File: src/sv/dhcp6x_pkg.sv
// dhcp6x_pkg: shared types and constants for the DHCPv6 option extractor.
// Beat structs, parse phase encoding and option codes.
// No dependencies.
package dhcp6x_pkg;

    localparam int MSG_BYTES_DEF = 2048;
    localparam int FLD_W         = 11;

    localparam logic [15:0] OPT_CLIENT_ID = 16'd1;
    localparam logic [15:0] OPT_SERVER_ID = 16'd2;
    localparam logic [15:0] OPT_IA_NA     = 16'd3;

    localparam logic [1:0] IDX_CID = 2'd0;
    localparam logic [1:0] IDX_SID = 2'd1;
    localparam logic [1:0] IDX_IA  = 2'd2;

    typedef enum logic [5:0] {
        PH_HEADER  = 6'b000001,
        PH_CODE_HI = 6'b000010,
        PH_CODE_LO = 6'b000100,
        PH_LEN_HI  = 6'b001000,
        PH_LEN_LO  = 6'b010000,
        PH_BODY    = 6'b100000
    } t_phase;

    typedef struct packed {
        logic [7:0] data_byte;
        logic       last_byte;
    } t_in_beat;

    typedef struct packed {
        logic             msg_ok;
        logic [7:0]       msg_type;
        logic [23:0]      xid;
        logic [FLD_W-1:0] cid_offset;
        logic [FLD_W-1:0] cid_len;
        logic             sid_found;
        logic [FLD_W-1:0] sid_offset;
        logic [FLD_W-1:0] sid_len;
        logic             iaid_found;
        logic [31:0]      iaid;
    } t_out_beat;

endpackage

File: src/sv/dhcp6x_parse.sv
// dhcp6x_parse: per-message parse state and TLV walk.
// Updates state on each stepped beat; o_res is the summary including that beat.
// Depends on dhcp6x_pkg.
module dhcp6x_parse
    import dhcp6x_pkg::*;
#(
    parameter int MAX_MSG_BYTES = MSG_BYTES_DEF
) (
    input  logic      i_clk,
    input  logic      i_rst_n,
    input  logic      i_step,
    input  t_in_beat  i_beat,
    output t_out_beat o_res
);

    localparam int POS_W = $clog2(MAX_MSG_BYTES + 1);
    localparam int AW    = (POS_W > 16) ? POS_W : 16;

    logic [POS_W-1:0] r_pos, n_pos;
    t_phase           r_phase, n_phase;
    logic [15:0]      r_code, n_code;
    logic [15:0]      r_len, n_len;
    logic [15:0]      r_rem, n_rem;
    logic [31:0]      r_hdr, n_hdr;
    logic [2:0]       r_found, n_found;
    logic [FLD_W-1:0] r_off [3];
    logic [FLD_W-1:0] n_off [3];
    logic [FLD_W-1:0] r_ln  [3];
    logic [FLD_W-1:0] n_ln  [3];
    logic [31:0]      r_iaid, n_iaid;

    logic [15:0]      len_full;
    logic [15:0]      idx;
    logic             done;
    logic [AW-1:0]    start;
    logic [1:0]       k;
    logic             hdr_ok;
    logic             ia_ok;

    always_comb begin
        n_pos    = r_pos;
        n_phase  = r_phase;
        n_code   = r_code;
        n_len    = r_len;
        n_rem    = r_rem;
        n_hdr    = r_hdr;
        n_found  = r_found;
        n_off    = r_off;
        n_ln     = r_ln;
        n_iaid   = r_iaid;
        len_full = {r_len[15:8], i_beat.data_byte};
        idx      = r_len - r_rem;
        done     = 1'b0;
        start    = AW'(r_pos) + AW'(1) - AW'(n_len);
        k        = r_code[1:0] - 2'd1;
        if (r_pos != POS_W'(MAX_MSG_BYTES)) begin
            n_pos = r_pos + POS_W'(1);
            unique case (r_phase)
                PH_HEADER: begin
                    n_hdr = {r_hdr[23:0], i_beat.data_byte};
                    if (r_pos == POS_W'(3)) n_phase = PH_CODE_HI;
                end
                PH_CODE_HI: begin
                    n_code  = {i_beat.data_byte, 8'h00};
                    n_phase = PH_CODE_LO;
                end
                PH_CODE_LO: begin
                    n_code  = {r_code[15:8], i_beat.data_byte};
                    n_phase = PH_LEN_HI;
                end
                PH_LEN_HI: begin
                    n_len   = {i_beat.data_byte, 8'h00};
                    n_phase = PH_LEN_LO;
                end
                PH_LEN_LO: begin
                    n_len = len_full;
                    n_rem = len_full;
                    if (r_code == OPT_IA_NA && !r_found[IDX_IA]) n_iaid = '0;
                    if (len_full == 16'd0) done = 1'b1;
                    else n_phase = PH_BODY;
                end
                PH_BODY: begin
                    if (r_code == OPT_IA_NA && !r_found[IDX_IA] && idx < 16'd4)
                        n_iaid = {r_iaid[23:0], i_beat.data_byte};
                    n_rem = r_rem - 16'd1;
                    if (n_rem == 16'd0) done = 1'b1;
                end
                default: n_phase = PH_CODE_HI;
            endcase
            start = AW'(r_pos) + AW'(1) - AW'(n_len);
            if (done) begin
                n_phase = PH_CODE_HI;
                if (r_code == OPT_CLIENT_ID || r_code == OPT_SERVER_ID ||
                    r_code == OPT_IA_NA) begin
                    if (!r_found[k]) begin
                        n_found[k] = 1'b1;
                        n_off[k]   = start[FLD_W-1:0];
                        n_ln[k]    = n_len[FLD_W-1:0];
                    end
                end
            end
        end
    end

    always_comb begin
        hdr_ok = (n_phase != PH_HEADER);
        ia_ok  = n_found[IDX_IA] && (n_ln[IDX_IA] >= FLD_W'(4));
        o_res.msg_ok     = hdr_ok && n_found[IDX_CID];
        o_res.msg_type   = hdr_ok ? n_hdr[31:24] : 8'h00;
        o_res.xid        = hdr_ok ? n_hdr[23:0] : 24'h0;
        o_res.cid_offset = n_found[IDX_CID] ? n_off[IDX_CID] : '0;
        o_res.cid_len    = n_found[IDX_CID] ? n_ln[IDX_CID] : '0;
        o_res.sid_found  = n_found[IDX_SID];
        o_res.sid_offset = n_found[IDX_SID] ? n_off[IDX_SID] : '0;
        o_res.sid_len    = n_found[IDX_SID] ? n_ln[IDX_SID] : '0;
        o_res.iaid_found = ia_ok;
        o_res.iaid       = ia_ok ? n_iaid : 32'h0;
    end

    always_ff @(posedge i_clk) begin
        if (!i_rst_n) begin
            r_pos   <= '0;
            r_phase <= PH_HEADER;
            r_found <= '0;
        end else if (i_step) begin
            if (i_beat.last_byte) begin
                r_pos   <= '0;
                r_phase <= PH_HEADER;
                r_found <= '0;
            end else begin
                r_pos   <= n_pos;
                r_phase <= n_phase;
                r_found <= n_found;
            end
        end
    end

    always_ff @(posedge i_clk) begin
        if (i_step) begin
            r_code <= n_code;
            r_len  <= n_len;
            r_rem  <= n_rem;
            r_hdr  <= n_hdr;
            r_off  <= n_off;
            r_ln   <= n_ln;
            r_iaid <= n_iaid;
        end
    end

`ifndef ASSERT_OFF
    a_phase_onehot: assert property (@(posedge i_clk) disable iff (!i_rst_n)
        $onehot(r_phase)) else $error("parse phase not one-hot");
    a_pos_bound: assert property (@(posedge i_clk) disable iff (!i_rst_n)
        r_pos <= POS_W'(MAX_MSG_BYTES)) else $error("byte position past limit");
    a_last_clears: assert property (@(posedge i_clk) disable iff (!i_rst_n)
        i_step && i_beat.last_byte |=> r_pos == '0 && r_phase == PH_HEADER && r_found == '0)
        else $error("state not cleared after last beat");
    a_found_sticky: assert property (@(posedge i_clk) disable iff (!i_rst_n)
        !(i_step && i_beat.last_byte) |=> (r_found & $past(r_found)) == $past(r_found))
        else $error("found flag dropped mid-message");
    a_header_pos: assert property (@(posedge i_clk) disable iff (!i_rst_n)
        r_phase == PH_HEADER |-> r_pos <= POS_W'(3))
        else $error("header phase beyond fourth byte");
`endif

endmodule

File: src/sv/dhcpv6_option_extractor.sv
// Result path: the last byte is held in the input register, then its result is registered in the result register.
// Throughput: one byte per cycle while no last byte stalls; one result per message on its last byte.
// A last byte stalls in the input register only while a prior result is not taken.
// Reset: synchronous active-low; clears handshakes and returns parser to header phase.
// Depends on dhcp6x_pkg and dhcp6x_parse.
module dhcpv6_option_extractor
    import dhcp6x_pkg::*;
#(
    parameter int MAX_MSG_BYTES = MSG_BYTES_DEF
) (
    input  logic      i_clk,
    input  logic      i_rst_n,
    input  logic      i_in_valid,
    output logic      o_in_ready,
    input  t_in_beat  i_in_beat,
    output logic      o_out_valid,
    input  logic      i_out_ready,
    output t_out_beat o_out_beat
);

    logic      r_in_v;
    t_in_beat  r_in;
    logic      r_out_v;
    t_out_beat r_out;
    logic      advance;
    t_out_beat res;

    assign advance     = r_in_v && (!r_in.last_byte || !r_out_v || i_out_ready);
    assign o_in_ready  = !r_in_v || advance;
    assign o_out_valid = r_out_v;
    assign o_out_beat  = r_out;

    dhcp6x_parse #(
        .MAX_MSG_BYTES(MAX_MSG_BYTES)
    ) u_parse (
        .i_clk  (i_clk),
        .i_rst_n(i_rst_n),
        .i_step (advance),
        .i_beat (r_in),
        .o_res  (res)
    );

    always_ff @(posedge i_clk) begin
        if (!i_rst_n) begin
            r_in_v  <= 1'b0;
            r_out_v <= 1'b0;
        end else begin
            if (o_in_ready) r_in_v <= i_in_valid;
            if (advance && r_in.last_byte) r_out_v <= 1'b1;
            else if (i_out_ready) r_out_v <= 1'b0;
        end
    end

    always_ff @(posedge i_clk) begin
        if (o_in_ready && i_in_valid) r_in <= i_in_beat;
        if (advance && r_in.last_byte) r_out <= res;
    end

`ifndef ASSERT_OFF
    a_ready_when_empty: assert property (@(posedge i_clk) disable iff (!i_rst_n)
        !r_out_v |-> o_in_ready) else $error("input stalled with empty output");
    a_out_from_last: assert property (@(posedge i_clk) disable iff (!i_rst_n)
        $rose(o_out_valid) |-> $past(r_in_v && r_in.last_byte))
        else $error("result without last beat");
    a_no_overwrite: assert property (@(posedge i_clk) disable iff (!i_rst_n)
        r_out_v && !i_out_ready |-> !(advance && r_in.last_byte))
        else $error("pending result overwritten");
`endif

endmodule
File: config.mk
export PLATFORM = sky130hd
export DESIGN_NAME = dhcpv6_option_extractor
export DESIGN_NICKNAME = d
export VERILOG_FILES = /design/src/sv/dhcp6x_pkg.sv /design/src/sv/dhcp6x_parse.sv /design/src/sv/dhcpv6_option_extractor.sv
export SDC_FILE = /design/constraint.sdc
export NUM_CORES = 1
export LEC_CHECK = 0
export BUFFER_PORTS_ARGS = -buffer_cell sky130_fd_sc_hd__buf_2
export CAP_MARGIN = 10
export CORE_ASPECT_RATIO = 1.75
export CORE_UTILIZATION = 25
export CTS_BUF_LIST = sky130_fd_sc_hd__clkbuf_16
export CTS_CLUSTER_DIAMETER = 80
export CTS_CLUSTER_SIZE = 40
export DETAILED_ROUTE_END_ITERATION = 10
export GPL_TIMING_DRIVEN = 0
export PLACE_DENSITY = 0.4
export RECOVER_POWER = 25
export SETUP_SLACK_MARGIN = 0.4
export SLEW_MARGIN = 20
export SYNTH_ARGS = -nofsm -noshare
export SYNTH_HDL_FRONTEND = slang
export SYNTH_SLANG_ARGS = --single-unit
File: constraint.sdc
create_clock -name i_clk -period 29.2 [get_ports i_clk]
set_clock_uncertainty 0.05 [all_clocks]
set_input_delay 8.76 -clock i_clk [delete_from_list [all_inputs] [get_ports i_clk]]
set_output_delay 8.76 -clock i_clk [all_outputs]
set_load 0.02 [all_outputs]
==> results.toml <==
[outcome]
status = "finished, final reports clean"

[floorplanning]
core_area_um2 = 60200
start_util_pct = 25.3
rows = 119
dieArea_um2 = 62000
io_pins = 126
die_w_um = 189
die_height_um = 329

[detailed_routing]
totalWireLength_um = 45700
dr.pass1.iters = 7
routed_via_density = 4.79
wire_per_inst_um = 20.5
vias = 10700
drt_iter0_markers = 637
drc = 0
ant_nets = 0

[power]
p_int_w = 0.000612
power.density_nw_per_um2 = 46.6
switching_share_pct = 24.8
clockPowerShare_pct = 35.5
p_switching_w = 0.000202
seqPwrFrac_pct = 60.3
comb_power_share_pct = 4.2
power_leakage_nw = 5.97
vdd_drop_max_v = 0.0000335

[synthesis]
ys_ff_latch = 308
synth_flop_cell = "edfxtp_1"
synth.distinct_cells = 75
syn_inst = 1291
synth_edf_count = 285
ys_seq_area_share_pct = 59.2
yosysWarnings = 0
yosysTopAreaCell = "edfxtp_1"
synth_nets = 1348
syn_area_um2 = 15200
postSynthAreaPerCell_um2 = 11.8
synth_top_area_share_pct = 56.1
postSynth.asyncResetShare_pct = 0
netlist_top_cells_area = "edfxtp_1 (56%), nand2_1 (4.1%), ha_1 (3.5%), dfxtp_1 (3.0%), mux2_2 (2.7%)"

[clock_network]
cts_setup_buffers = 0
clock_sinks = 308
clock_path_buffers = 3
cts_buffers = 15
cts_hold_buffers = 0
insertion_delay_ps = 550
root_buffer = "clkbuf_16"
tritoncts = "built"
post_cts_resized = 0
cts_max_level = 1
cts.clk_slew.worst_paths_ps = 130

[critical_path]
r2r-start = "u_parse.r_phase[0]"
critical_path.top_delay_family = "simple AND/OR/NAND/NOR gates"
path_buf_inv = 2
crit_top_cell = "buf_2"
critPathArrivalTime_ps = 9540
critPathLaunch = "i_out_ready"
crit_required_ps = 20390
cp_slowest_cell = "nor2b_1"
worstSetupStartpointType = "primary input"
critPathKind = "primary input to primary output"
cp-end-kind = "primary output"
reg2regPathDepth = 19
reg2reg_to = "u_parse.r_off[20]"
critical_path.max_stage_delay_ps = 280
worst-path-max-fanout = 4
ff2ff_setup_slack_ps = 23140
crit_chain = "buf_2 > nor2b_1 > nand3_1 > buf_2"

[place]
place_worst_setup_slack_ps = 10880
port_buffers = 125
place_congestion = 0.830
placed_cell_area_um2 = 17000
dp_cells = 2207
dp_hpwl_um = 33600

[min_path]
min_from = "u_parse.r_pos[5]"
min_path_cells = 2
hold_class = "flip-flop to flip-flop"
min_to = "u_parse.r_pos[5]"

[layout]
nets = 1495
layout.cells.non_filler = 2232
drive_above_1_share_pct = 14.0
area_growth_pct = 14.6
fillers = 6349
layout_common_cells = "edfxtp_1 (285), nand2_1 (168), buf_2 (130)"
fin_area_um2 = 17500
antenna_cells = 0
layout_commonest_cell = "edfxtp_1"

[timing]
maxSlewViolCount = 0
tns_ps = 0
setup_viol = 0
slew_headroom_pct = 3.20
max_clock_freq_mhz = 54.5
min_period_over_period_pct = 62.9
fin_ws_ps = 10850
rsz0062_at_grt = "no"
hold_viol_final = 0
max_slew.worst_pin.slew_ps = 1440
period_minus_slack_ps = 18350

[global_route]
grt_pass1_wl_um = 69200
overflow = 0
grt_max_degree = 66
grtUsageTotal_pct = 14.6
grt_pass1_vias = 10900
antenna_found_initial = 0

[flow_run]
cap_violations = 0
==> through the flow <==
step / hold WS [ps] / total power, W / utilization (%)
after global routing: 512 / 0.000840 / 29.0
after detailed placement: 474 / 0.000536 / 28.2
after CTS: 496 / 0.000828 / 29.2
after global placement: 467 / 0.000537 / 28.0
after floorplan: 415 / 0.000521 / -
final: 503 / 0.000814 / 29.0
==> worst min-delay path, delay by kind of cell (launching register included) <==
kind,cells,cell delay (ps)
AOI/OAI and AO/OA,2,150
DFF,1,370
==> sequential cells by signal, indices dropped and copies added (netlist names) <==
| signal | count |
|---|---|
| u_parse.r_phase | 6 |
| u_parse.r_off | 22 |
| u_parse.r_ln | 31 |
| o_out_valid | 1 |
| u_parse.r_code | 16 |
| u_parse.r_hdr | 32 |
| u_parse.r_found | 3 |
| u_parse.r_rem | 16 |
| r_in_v | 1 |
| r_in | 9 |
| o_out_beat | 111 |
| u_parse.r_pos | 12 |
| u_parse.r_len | 16 |
| u_parse.r_iaid | 32 |
==> cells in the mapped netlist (35+ instances only) <==
cell type and n:
mux2_2 36, nand2_1 168, ha_1 43, clkbuf_1 52, o221ai_1 35, nor2_1 61, o21ai_1 42, a21oi_1 74
nand3_1 35, and2_1 58, inv_1 54, edfxtp_1 285
==> layer usage <==
layer  vias to the layer above  track usage (%)  wire length [um]
met4                         0             4.70              1190
li1                       5131                -                 -
met2                       207             28.5             25100
met1                      5305             16.6             18300
met5                         -                0                 0
met3                        44            0.992              1170
==> logic make-up after synthesis <==
family | Yosys count | synth area share, %
simple gates | 415 | 13.3
flops | 308 | 59.2
compound gates | 305 | 14.3
buf+inv | 127 | 3.36
mux | 54 | 4.02
fa+ha+maj | 44 | 3.66
xor+xnor | 38 | 2.18
==> how the worst max path moves through the flow <==
stage | endpoint | slack [ps] | depth (start not counted)
5_1_grt | o_in_ready | 10830 | 4
3_5_place_dp | o_in_ready | 10880 | 4
3_3_place_gp | u_parse.r_rem[3] | 8930 | 6
6_report | o_in_ready | 10850 | 4
2_1_floorplan | o_in_ready | 11220 | 2
4_1_cts | o_in_ready | 10880 | 4
==> area by class of cell <==
class                           instances  area [um2]  share of cell area, %
Multi-Input combinational cell        856        5650                   32.3
Buffer                                 72         299                   1.71
Sequential cell                       308        9020                   51.6
Clock buffer                           15         375                   2.15
Tap cell                              786         983                   5.63
Clock inverter                         10         203                   1.16
Timing Repair Buffer                  130         732                   4.19
Inverter                               55         211                   1.21
==> power by group through the flow <==
stage          Combinational, W  Sequential [W]  Clock [W]
6_report              0.0000345        0.000491   0.000289
5_1_grt               0.0000379        0.000491   0.000311
4_1_cts               0.0000356        0.000491   0.000301
3_5_place_dp          0.0000355        0.000501          0
3_3_place_gp          0.0000336        0.000504          0
2_1_floorplan         0.0000183        0.000502          0
(Power assumes the default switching activity.)
